**src/hdl/dsivd_pkg.sv**
```systemverilog
// Package for the DSI video symbol deframer: codes, types and fixed field widths.
// Used by every module of the deframer and by its port checker; depends on nothing.

package dsivd_pkg;

    // Fixed field widths of the item formats.
    localparam int TIME_W     = 48;
    localparam int BYTE_W     = 8;
    localparam int PIX_W      = 16;
    localparam int S_TDATA_W  = 104;
    localparam int S_TUSER_W  = 4;
    localparam int M_TDATA_W  = 144;
    localparam int M_TUSER_W  = 3;
    localparam int APB_ADDR_W = 5;
    localparam int APB_DATA_W = 32;

    localparam logic [PIX_W-1:0] PIX_MAX = '1;

    // Symbol kinds on the input channel; codes above end of capture count as other.
    typedef enum logic [3:0] {
        K_VC      = 4'd0,
        K_ID      = 4'd1,
        K_DATA    = 4'd2,
        K_ECC_OK  = 4'd3,
        K_ECC_BAD = 4'd4,
        K_CRC_OK  = 4'd5,
        K_CRC_BAD = 4'd6,
        K_OTHER   = 4'd7,
        K_EOC     = 4'd8
    } sym_kind_t;

    // Event kinds on the result channel.
    typedef enum logic [2:0] {
        EV_VSYNC  = 3'd0,
        EV_HSYNC  = 3'd1,
        EV_PIXEL  = 3'd2,
        EV_EXTEND = 3'd3,
        EV_LINE   = 3'd4
    } evt_kind_t;

    // Packet parser states.
    typedef enum logic [2:0] {
        PS_IDLE      = 3'd0,
        PS_ID        = 3'd1,
        PS_EXTEND    = 3'd2,
        PS_RGB_START = 3'd3,
        PS_RGB_RED   = 3'd4,
        PS_RGB_GREEN = 3'd5,
        PS_RGB_BLUE  = 3'd6
    } parse_state_t;

    // Kind of the most recent sync or pixel event.
    typedef enum logic [1:0] {
        LE_NONE  = 2'd0,
        LE_VSYNC = 2'd1,
        LE_HSYNC = 2'd2,
        LE_PIXEL = 2'd3
    } last_evt_t;

    // Line checksum status.
    typedef enum logic [1:0] {
        CS_NONE = 2'd0,
        CS_OK   = 2'd1,
        CS_BAD  = 2'd2
    } chk_status_t;

    // Register indexes (word address bits of the configuration port).
    localparam logic [2:0] REG_VSYNC_START = 3'd0;
    localparam logic [2:0] REG_HSYNC_START = 3'd1;
    localparam logic [2:0] REG_VSYNC_END   = 3'd2;
    localparam logic [2:0] REG_HSYNC_END   = 3'd3;
    localparam logic [2:0] REG_RGB888      = 3'd4;

    // Register reset values.
    localparam logic [7:0] RST_VSYNC_START = 8'd1;
    localparam logic [7:0] RST_HSYNC_START = 8'd33;
    localparam logic [7:0] RST_VSYNC_END   = 8'd17;
    localparam logic [7:0] RST_HSYNC_END   = 8'd49;
    localparam logic [7:0] RST_RGB888      = 8'd62;

    // Data type codes handed from the register block to the parser.
    typedef struct packed {
        logic [7:0] vsync_start;
        logic [7:0] hsync_start;
        logic [7:0] vsync_end;
        logic [7:0] hsync_end;
        logic [7:0] rgb888;
    } dt_codes_t;

    // One result item.
    typedef struct packed {
        evt_kind_t         kind;
        logic [TIME_W-1:0] t_start;
        logic [TIME_W-1:0] t_end;
        logic [BYTE_W-1:0] red;
        logic [BYTE_W-1:0] green;
        logic [BYTE_W-1:0] blue;
        logic [PIX_W-1:0]  pixels;
        chk_status_t       cs;
    } event_t;

endpackage

```
**src/hdl/dsivd_cfg_regs.sv**
```systemverilog
// APB-style register block holding the five data type codes of the deframer.
// Depends on dsivd_pkg for register indexes, reset values and the code struct.

module dsivd_cfg_regs (
    input  logic                                aclk,
    input  logic                                aresetn,
    input  logic                                psel,
    input  logic                                penable,
    input  logic                                pwrite,
    input  logic [dsivd_pkg::APB_ADDR_W-1:0]    paddr,
    input  logic [dsivd_pkg::APB_DATA_W-1:0]    pwdata,
    output logic [dsivd_pkg::APB_DATA_W-1:0]    prdata,
    output logic                                pready,
    output dsivd_pkg::dt_codes_t                codes
);

    dsivd_pkg::dt_codes_t codes_reg;
    logic [2:0]           reg_idx;
    logic                 wr_en;

    assign pready  = 1'b1;
    assign reg_idx = paddr[dsivd_pkg::APB_ADDR_W-1:2];
    assign wr_en   = psel && penable && pwrite;
    assign codes   = codes_reg;

    // Register writes; addresses past the last register are ignored.
    always_ff @(posedge aclk) begin
        if (!aresetn) begin
            codes_reg.vsync_start <= dsivd_pkg::RST_VSYNC_START;
            codes_reg.hsync_start <= dsivd_pkg::RST_HSYNC_START;
            codes_reg.vsync_end   <= dsivd_pkg::RST_VSYNC_END;
            codes_reg.hsync_end   <= dsivd_pkg::RST_HSYNC_END;
            codes_reg.rgb888      <= dsivd_pkg::RST_RGB888;
        end else if (wr_en) begin
            case (reg_idx)
                dsivd_pkg::REG_VSYNC_START: codes_reg.vsync_start <= pwdata[7:0];
                dsivd_pkg::REG_HSYNC_START: codes_reg.hsync_start <= pwdata[7:0];
                dsivd_pkg::REG_VSYNC_END:   codes_reg.vsync_end   <= pwdata[7:0];
                dsivd_pkg::REG_HSYNC_END:   codes_reg.hsync_end   <= pwdata[7:0];
                dsivd_pkg::REG_RGB888:      codes_reg.rgb888      <= pwdata[7:0];
                default: ;
            endcase
        end
    end

    // Read mux.
    always_comb begin
        case (reg_idx)
            dsivd_pkg::REG_VSYNC_START: prdata = 32'(codes_reg.vsync_start);
            dsivd_pkg::REG_HSYNC_START: prdata = 32'(codes_reg.hsync_start);
            dsivd_pkg::REG_VSYNC_END:   prdata = 32'(codes_reg.vsync_end);
            dsivd_pkg::REG_HSYNC_END:   prdata = 32'(codes_reg.hsync_end);
            dsivd_pkg::REG_RGB888:      prdata = 32'(codes_reg.rgb888);
            default:                    prdata = '0;
        endcase
    end

endmodule

```
**src/hdl/dsivd_parser.sv**
```systemverilog
// Packet parser of the deframer: state machine, pixel assembly and line tracking.
// Depends on dsivd_pkg; one symbol is consumed per accepted item.

module dsivd_parser #(
    parameter int TIME_BITS  = 48,
    parameter int COUNT_BITS = 16
) (
    input  logic                             aclk,
    input  logic                             aresetn,
    input  logic                             item_valid,
    input  logic [3:0]                       sym_kind,
    input  logic [dsivd_pkg::BYTE_W-1:0]     sym_byte,
    input  logic [dsivd_pkg::TIME_W-1:0]     sym_start,
    input  logic [dsivd_pkg::TIME_W-1:0]     sym_end,
    input  dsivd_pkg::dt_codes_t             codes,
    output logic                             evt_valid,
    output dsivd_pkg::event_t                evt
);

    localparam int TW     = (TIME_BITS < dsivd_pkg::TIME_W) ? TIME_BITS : dsivd_pkg::TIME_W;
    localparam int CW     = (COUNT_BITS > dsivd_pkg::PIX_W) ? COUNT_BITS : dsivd_pkg::PIX_W;
    localparam int TIME_W = dsivd_pkg::TIME_W;

    dsivd_pkg::parse_state_t state_reg, state_next;
    dsivd_pkg::last_evt_t    last_reg, last_next;
    logic [TW-1:0]           pkt_start_reg, pkt_start_next;
    logic [TW-1:0]           sync_start_reg, sync_start_next;
    logic [7:0]              red_reg, red_next;
    logic [7:0]              green_reg, green_next;
    logic                    line_open_reg, line_open_next;
    logic [COUNT_BITS-1:0]   count_reg, count_next;
    logic [TW-1:0]           line_start_reg, line_start_next;
    logic [TW-1:0]           line_end_reg, line_end_next;
    dsivd_pkg::chk_status_t  cs_reg, cs_next;

    logic [TW-1:0]           ts;
    logic [TW-1:0]           te;
    logic [COUNT_BITS-1:0]   count_inc;
    logic                    fire;

    // Pixel count as reported, saturated to the 16-bit field.
    function automatic logic [dsivd_pkg::PIX_W-1:0] sat_pix(input logic [COUNT_BITS-1:0] c);
        logic [CW-1:0] w;
        w = CW'(c);
        sat_pix = (w > CW'(dsivd_pkg::PIX_MAX)) ? dsivd_pkg::PIX_MAX : w[dsivd_pkg::PIX_W-1:0];
    endfunction

    assign ts        = sym_start[TW-1:0];
    assign te        = sym_end[TW-1:0];
    assign count_inc = (count_reg == '1) ? count_reg : count_reg + 1'b1;
    assign evt_valid = item_valid && fire;

    // Next parse state.
    always_comb begin
        state_next = state_reg;
        if (sym_kind == dsivd_pkg::K_EOC) begin
            state_next = dsivd_pkg::PS_IDLE;
        end else begin
            case (state_reg)
                dsivd_pkg::PS_ID: begin
                    state_next = dsivd_pkg::PS_IDLE;
                    if (sym_kind == dsivd_pkg::K_ID) begin
                        if (sym_byte == codes.vsync_start || sym_byte == codes.hsync_start) begin
                            state_next = dsivd_pkg::PS_IDLE;
                        end else if (sym_byte == codes.hsync_end) begin
                            if (last_reg == dsivd_pkg::LE_HSYNC)
                                state_next = dsivd_pkg::PS_EXTEND;
                        end else if (sym_byte == codes.vsync_end) begin
                            if (last_reg == dsivd_pkg::LE_VSYNC)
                                state_next = dsivd_pkg::PS_EXTEND;
                        end else if (sym_byte == codes.rgb888) begin
                            state_next = dsivd_pkg::PS_RGB_START;
                        end
                    end
                end
                dsivd_pkg::PS_EXTEND: begin
                    if (sym_kind != dsivd_pkg::K_DATA)
                        state_next = dsivd_pkg::PS_IDLE;
                end
                dsivd_pkg::PS_RGB_START, dsivd_pkg::PS_RGB_RED: begin
                    if (sym_kind == dsivd_pkg::K_DATA)
                        state_next = dsivd_pkg::PS_RGB_GREEN;
                    else
                        state_next = dsivd_pkg::PS_RGB_RED;
                end
                dsivd_pkg::PS_RGB_GREEN: begin
                    if (sym_kind == dsivd_pkg::K_DATA)
                        state_next = dsivd_pkg::PS_RGB_BLUE;
                end
                dsivd_pkg::PS_RGB_BLUE: begin
                    if (sym_kind == dsivd_pkg::K_DATA)
                        state_next = dsivd_pkg::PS_RGB_RED;
                end
                default: ;
            endcase
            // A VC symbol always opens a new packet.
            if (sym_kind == dsivd_pkg::K_VC)
                state_next = dsivd_pkg::PS_ID;
        end
    end

    // Datapath state and the event of this item.
    always_comb begin
        last_next       = last_reg;
        pkt_start_next  = pkt_start_reg;
        sync_start_next = sync_start_reg;
        red_next        = red_reg;
        green_next      = green_reg;
        line_open_next  = line_open_reg;
        count_next      = count_reg;
        line_start_next = line_start_reg;
        line_end_next   = line_end_reg;
        cs_next         = cs_reg;
        fire            = 1'b0;
        evt             = '0;

        if (sym_kind == dsivd_pkg::K_EOC) begin
            // Close the open line, then return everything to reset.
            fire        = line_open_reg && (count_reg != '0);
            evt.kind    = dsivd_pkg::EV_LINE;
            evt.t_start = TIME_W'(line_start_reg);
            evt.t_end   = TIME_W'(line_end_reg);
            evt.pixels  = sat_pix(count_reg);
            evt.cs      = cs_reg;
            last_next       = dsivd_pkg::LE_NONE;
            pkt_start_next  = '0;
            sync_start_next = '0;
            red_next        = '0;
            green_next      = '0;
            line_open_next  = 1'b0;
            count_next      = '0;
            line_start_next = '0;
            line_end_next   = '0;
            cs_next         = dsivd_pkg::CS_NONE;
        end else begin
            case (state_reg)
                dsivd_pkg::PS_ID: begin
                    if (sym_kind == dsivd_pkg::K_ID) begin
                        if (sym_byte == codes.vsync_start) begin
                            fire            = 1'b1;
                            evt.kind        = dsivd_pkg::EV_VSYNC;
                            evt.t_start     = TIME_W'(pkt_start_reg);
                            evt.t_end       = TIME_W'(te);
                            last_next       = dsivd_pkg::LE_VSYNC;
                            sync_start_next = pkt_start_reg;
                        end else if (sym_byte == codes.hsync_start) begin
                            fire            = 1'b1;
                            evt.kind        = dsivd_pkg::EV_HSYNC;
                            evt.t_start     = TIME_W'(pkt_start_reg);
                            evt.t_end       = TIME_W'(te);
                            last_next       = dsivd_pkg::LE_HSYNC;
                            sync_start_next = pkt_start_reg;
                        end
                    end
                end
                dsivd_pkg::PS_EXTEND: begin
                    if (sym_kind == dsivd_pkg::K_ECC_OK || sym_kind == dsivd_pkg::K_ECC_BAD) begin
                        fire        = 1'b1;
                        evt.kind    = dsivd_pkg::EV_EXTEND;
                        evt.t_start = TIME_W'(sync_start_reg);
                        evt.t_end   = TIME_W'(te);
                    end
                end
                dsivd_pkg::PS_RGB_START, dsivd_pkg::PS_RGB_RED: begin
                    // The first symbol after the identifier opens the line.
                    if (state_reg == dsivd_pkg::PS_RGB_START) begin
                        line_open_next  = 1'b1;
                        count_next      = '0;
                        line_start_next = ts;
                        line_end_next   = ts;
                        cs_next         = dsivd_pkg::CS_NONE;
                    end
                    if (sym_kind == dsivd_pkg::K_DATA) begin
                        pkt_start_next = ts;
                        red_next       = sym_byte;
                    end else if (sym_kind == dsivd_pkg::K_CRC_OK) begin
                        cs_next = dsivd_pkg::CS_OK;
                    end else if (sym_kind == dsivd_pkg::K_CRC_BAD) begin
                        cs_next = dsivd_pkg::CS_BAD;
                    end
                end
                dsivd_pkg::PS_RGB_GREEN: begin
                    if (sym_kind == dsivd_pkg::K_DATA)
                        green_next = sym_byte;
                end
                dsivd_pkg::PS_RGB_BLUE: begin
                    if (sym_kind == dsivd_pkg::K_DATA) begin
                        count_next    = count_inc;
                        line_end_next = te;
                        last_next     = dsivd_pkg::LE_PIXEL;
                        fire          = 1'b1;
                        evt.kind      = dsivd_pkg::EV_PIXEL;
                        evt.t_start   = TIME_W'(pkt_start_reg);
                        evt.t_end     = TIME_W'(te);
                        evt.red       = red_reg;
                        evt.green     = green_reg;
                        evt.blue      = sym_byte;
                        evt.pixels    = sat_pix(count_inc);
                        evt.cs        = cs_reg;
                    end
                end
                default: ;
            endcase

            // A VC symbol closes the line as it stands after the step above.
            if (sym_kind == dsivd_pkg::K_VC) begin
                pkt_start_next = ts;
                fire           = line_open_next && (count_next != '0);
                evt            = '0;
                evt.kind       = dsivd_pkg::EV_LINE;
                evt.t_start    = TIME_W'(line_start_next);
                evt.t_end      = TIME_W'(line_end_next);
                evt.pixels     = sat_pix(count_next);
                evt.cs         = cs_next;
                line_open_next = 1'b0;
            end
        end
    end

    // State registers, updated once per accepted item.
    always_ff @(posedge aclk) begin
        if (!aresetn) begin
            state_reg      <= dsivd_pkg::PS_IDLE;
            last_reg       <= dsivd_pkg::LE_NONE;
            pkt_start_reg  <= '0;
            sync_start_reg <= '0;
            red_reg        <= '0;
            green_reg      <= '0;
            line_open_reg  <= 1'b0;
            count_reg      <= '0;
            line_start_reg <= '0;
            line_end_reg   <= '0;
            cs_reg         <= dsivd_pkg::CS_NONE;
        end else if (item_valid) begin
            state_reg      <= state_next;
            last_reg       <= last_next;
            pkt_start_reg  <= pkt_start_next;
            sync_start_reg <= sync_start_next;
            red_reg        <= red_next;
            green_reg      <= green_next;
            line_open_reg  <= line_open_next;
            count_reg      <= count_next;
            line_start_reg <= line_start_next;
            line_end_reg   <= line_end_next;
            cs_reg         <= cs_next;
        end
    end

endmodule

```
**src/hdl/dsivd_out_buf.sv**
```systemverilog
// Result register with a skid stage between the parser and the output stream.
// Depends on dsivd_pkg for the event struct.

module dsivd_out_buf (
    input  logic              aclk,
    input  logic              aresetn,
    input  logic              in_valid,
    input  dsivd_pkg::event_t in_data,
    output logic              in_ready,
    output logic              out_valid,
    output dsivd_pkg::event_t out_data,
    input  logic              out_ready
);

    logic              out_valid_reg;
    logic              skid_valid_reg;
    dsivd_pkg::event_t out_data_reg;
    dsivd_pkg::event_t skid_data_reg;
    logic              pop;

    assign in_ready  = !skid_valid_reg;
    assign out_valid = out_valid_reg;
    assign out_data  = out_data_reg;
    assign pop       = out_valid_reg && out_ready;

    // Valid flags.
    always_ff @(posedge aclk) begin
        if (!aresetn) begin
            out_valid_reg  <= 1'b0;
            skid_valid_reg <= 1'b0;
        end else if (skid_valid_reg) begin
            if (pop)
                skid_valid_reg <= 1'b0;
        end else if (in_valid) begin
            if (out_valid_reg && !pop)
                skid_valid_reg <= 1'b1;
            else
                out_valid_reg <= 1'b1;
        end else if (pop) begin
            out_valid_reg <= 1'b0;
        end
    end

    // Payload registers.
    always_ff @(posedge aclk) begin
        if (skid_valid_reg) begin
            if (pop)
                out_data_reg <= skid_data_reg;
        end else if (in_valid) begin
            if (out_valid_reg && !pop)
                skid_data_reg <= in_data;
            else
                out_data_reg <= in_data;
        end
    end

endmodule

```
**src/hdl/dsi_video_symbol_deframer_core.sv**
```systemverilog
// A result item is registered in a two-entry result buffer and shown on m_axis from there.
// Throughput: one symbol per cycle while its skid entry is empty, so input stays accepted
// while one result waits downstream; the parser updates all its state once per symbol.
// Reset: aresetn is synchronous and active low; it empties the result buffer, returns
// the parser to idle with cleared line state and loads the default data type codes.
// Top level of the DSI video symbol deframer; uses dsivd_pkg and the dsivd_* modules.

module dsi_video_symbol_deframer_core #(
    parameter int TIME_BITS  = 48,
    parameter int COUNT_BITS = 16
) (
    input  logic                                aclk,
    input  logic                                aresetn,
    // Symbol input stream.
    input  logic                                s_axis_tvalid,
    output logic                                s_axis_tready,
    // tdata: symbol_byte[7:0], symbol_start[55:8], symbol_end[103:56]
    input  logic [dsivd_pkg::S_TDATA_W-1:0]     s_axis_tdata,
    // tuser: symbol_kind[3:0]
    input  logic [dsivd_pkg::S_TUSER_W-1:0]     s_axis_tuser,
    // Event output stream.
    output logic                                m_axis_tvalid,
    input  logic                                m_axis_tready,
    // tdata: event_start[47:0], event_end[95:48], red_value[103:96], green_value[111:104],
    //        blue_value[119:112], line_pixels[135:120], checksum_status[137:136], zero pad
    output logic [dsivd_pkg::M_TDATA_W-1:0]     m_axis_tdata,
    // tuser: event_kind[2:0]
    output logic [dsivd_pkg::M_TUSER_W-1:0]     m_axis_tuser,
    // Configuration port.
    input  logic                                psel,
    input  logic                                penable,
    input  logic                                pwrite,
    input  logic [dsivd_pkg::APB_ADDR_W-1:0]    paddr,
    input  logic [dsivd_pkg::APB_DATA_W-1:0]    pwdata,
    output logic [dsivd_pkg::APB_DATA_W-1:0]    prdata,
    output logic                                pready
);

    dsivd_pkg::dt_codes_t codes;
    dsivd_pkg::event_t    evt;
    dsivd_pkg::event_t    out_evt;
    logic                 evt_valid;
    logic                 item_valid;

    assign item_valid = s_axis_tvalid && s_axis_tready;

    dsivd_cfg_regs u_cfg (
        .aclk    (aclk),
        .aresetn (aresetn),
        .psel    (psel),
        .penable (penable),
        .pwrite  (pwrite),
        .paddr   (paddr),
        .pwdata  (pwdata),
        .prdata  (prdata),
        .pready  (pready),
        .codes   (codes)
    );

    dsivd_parser #(
        .TIME_BITS  (TIME_BITS),
        .COUNT_BITS (COUNT_BITS)
    ) u_parser (
        .aclk       (aclk),
        .aresetn    (aresetn),
        .item_valid (item_valid),
        .sym_kind   (s_axis_tuser),
        .sym_byte   (s_axis_tdata[7:0]),
        .sym_start  (s_axis_tdata[55:8]),
        .sym_end    (s_axis_tdata[103:56]),
        .codes      (codes),
        .evt_valid  (evt_valid),
        .evt        (evt)
    );

    dsivd_out_buf u_out (
        .aclk      (aclk),
        .aresetn   (aresetn),
        .in_valid  (evt_valid),
        .in_data   (evt),
        .in_ready  (s_axis_tready),
        .out_valid (m_axis_tvalid),
        .out_data  (out_evt),
        .out_ready (m_axis_tready)
    );

    // Pack the result item onto the stream.
    assign m_axis_tuser = out_evt.kind;
    assign m_axis_tdata = {6'b0, out_evt.cs, out_evt.pixels, out_evt.blue, out_evt.green,
                           out_evt.red, out_evt.t_end, out_evt.t_start};

endmodule

```
**config.mk**
```make
export PLATFORM = sky130hd
export DESIGN_NAME = dsi_video_symbol_deframer_core
export DESIGN_NICKNAME = d
export VERILOG_FILES = /design/src/hdl/dsivd_pkg.sv /design/src/hdl/dsivd_cfg_regs.sv /design/src/hdl/dsivd_parser.sv /design/src/hdl/dsivd_out_buf.sv /design/src/hdl/dsi_video_symbol_deframer_core.sv
export SDC_FILE = /design/constraint.sdc
export NUM_CORES = 1
export LEC_CHECK = 0
export ABC_AREA = 1
export ABC_CLOCK_PERIOD_IN_PS = 12200
export CAP_MARGIN = 15
export CORE_ASPECT_RATIO = 1.5
export CORE_MARGIN = 2
export CORE_UTILIZATION = 60
export DETAILED_ROUTE_END_ITERATION = 6
export DONT_BUFFER_PORTS = 1
export GPL_ROUTABILITY_DRIVEN = 0
export PLACE_DENSITY = 0.83
export SYNTH_ARGS = -nofsm -noshare
export SYNTH_HDL_FRONTEND = slang
export SYNTH_SLANG_ARGS = --single-unit
```
**constraint.sdc**
```tcl
create_clock -name aclk -period 12.2 [get_ports aclk]
set_clock_uncertainty 0.2 [all_clocks]
set_input_delay 1.22 -clock aclk [delete_from_list [all_inputs] [get_ports aclk]]
set_output_delay 1.22 -clock aclk [all_outputs]
set_load 0.01 [all_outputs]
```
==> metrics <==
Unique masters post-synth=52; die area=44,540 um^2; sequential area share after synthesis=0.5430; synth-to-layout area growth=6.549%; Power Total=3664 uW; Initial Util=0.6100; # hold bufs at CTS=0; top_reg_cell synth=edfxtp_1; flops & latches, synth=556; RSZ-0062 raised after global routing=no; # DRC=0; CTS tree=built; die width=173.0 um; initial antenna violation count=1; # clock sinks=556; vias in the first global route=21,350; WP data arrival=5.40 ns; hold depth=2; Reg clk slew, reported paths=0.06 ns; cell count after synthesis=3,145; worst skew pair latency=0.59 ns; clock buffer depth=3; Commonest cells post-synth=nand2_1 (1,392), edfxtp_1 (282), dfxtp_1 (274); DR pass1 iterations=7; Num CTS Buffers=50; met1 usage=0.3370; mean post-synth cell area=8.171 um^2; MaxCap Viol Count=0; post_cts resized=0; Pins Over Slew Limit=0; Tot GR Track Use=0.3027; Total Wirelength=69.46 mm; clk root buf=clkbuf_16; Async SR Flop Fraction=0; Leakage Power=0.01043 uW; vias=21,740; Final Hold Fails=0; Critical Path Fanout Max=91; Die H=257.5 um; Synth area leaders=edfxtp_1 (33%), dfxtp_1 (21%), nand2_1 (20%); PD cells=133.8 nW/um^2; HPWL after DPL=42.44 mm; status=finished clean; top-count cell post-synth=nand2_1; H-tree depth=2; Relative slew margins=0.2299; drt wl/cell=19.06 um; largest area contributor in the netlist=edfxtp_1; Syn. warnings=0; Routed Antenna Nets=0; met2 usage=0.5282; Worst setup SP type=input port; HP Class=reg -> reg; R2R cell count=12; Boundary Pins=334; highest clock rate=185.2 MHz; row cnt=92; met3 Track Usage GR=0.06472; share of cells above drive strength 1=0.06818; vias per cell=5.965; Critical Path Sink Type=flip-flop; largest net degree at the start of global routing=124; # fillers=3,417; Critical Path RT=12.20 ns; # Post-CTS Setup Buffers=0; first-pass GRT wire length=109.0 mm; Peak VDD IR=0.0001300 V; Yosys top cell area share=0.3295; worst slew pin tran=1.152 ns; cell area after synthesis=25,700 um^2; Post-synth EDFFs=282; fin crit share=0.4425; Period minus WS final=5.398 ns; total gr overflow=0; Nets=3,192; Final setup viols=0; critical path class=in -> reg; layer with the highest usage=met2; Std-Cell Core Area=42,130 um^2; Initial DRC Count=2,223; I/O Buffers=0; final setup TNS=0 ns
==> critical path: stages <==
cell      delay (ns)
nor2_1          0.15
nand2_2         0.13
inv_2           0.17
nand2_2         0.42
clkinv_2        0.64
buf_4           0.50
nor2_1          0.17
nand2_2         0.13
nor2_1          0.05
nand2_1         0.11
nand3_1         0.17
inv_6           0.71
buf_4           0.74
==> report_power, final <==
part,internal [uW],switching [uW]
clock,896,708
combinational,17.9,72.6
sequential,1960,11.0
==> path summary, 6_finish.rpt <==
check,to,slack [ns],startpoint
max,u_out.skid_data_reg[128]$_DFFE_PP_,6.80,s_axis_tuser[3]
min,u_parser.green_reg[2]$_SDFFE_PN0P_,0.25,u_parser.green_reg[2]$_SDFFE_PN0P_
max reg2reg,u_out.skid_data_reg[128]$_DFFE_PP_,7.02,u_parser.state_reg[1]$_SDFFE_PN0P_
min reg2reg,u_parser.green_reg[2]$_SDFFE_PN0P_,0.25,u_parser.green_reg[2]$_SDFFE_PN0P_
==> cells in the final DEF (no fill, tap or decap), types with 17 or more instances in the layout <==
cell,instances
a21oi_1,187
a22oi_1,76
a22oi_2,20
buf_4,22
clkbuf_16,52
conb_1,31
dfxtp_1,273
edfxtp_1,282
inv_1,74
inv_2,17
nand2_1,1390
nand3_1,172
nand3_2,20
nor2_1,208
o21ai_0,58
xor2_1,19
==> routing by layer <==
metal | up-vias | share of wire
li1 | 10090 | -
met5 | - | 0
met4 | 0 | 0.059
met2 | 1142 | 0.49
met1 | 10240 | 0.36
met3 | 278 | 0.090
==> cell families after synthesis <==
kind of cell,after synthesis,synth area share
adders and majority gates,2,0.0009736
buffers and inverters,307,0.05687
and+or+nand+nor,1852,0.2913
other,2,0.0002922
DFF,556,0.5430
AOI/OAI and AO/OA,388,0.09426
xor gates and xnor gates,34,0.01159
muxes,4,0.001753
==> metrics by stage <==
stage,instance area [um^2],cells,setup WS (ns),hold WS (ns),utilization
2_1_floorplan,25810,3174,2.001,0.2300,-
3_3_place_gp,25660,3548,6.383,0.2386,0.6090
3_5_place_dp,25660,3548,6.289,0.2454,0.6090
4_1_cts,27340,3642,6.875,0.2549,0.6489
5_1_grt,27380,3644,6.481,0.2767,0.6499
6_report,27380,3645,6.802,0.2536,0.6499
==> layout make-up <==
type                       instances  area, um^2  area share
antenna                            1       2.502  0.00009139
clock buffer                      64        1386     0.05063
clock inverter                    30       295.3     0.01078
inverter                          95       370.4     0.01353
multi-input combinational       2311       10460      0.3820
sequential                       556       13960      0.5097
tap                              564       705.7     0.02577
timing repair buffer              24       205.2    0.007494
Power figures use the tool's default switching activity.
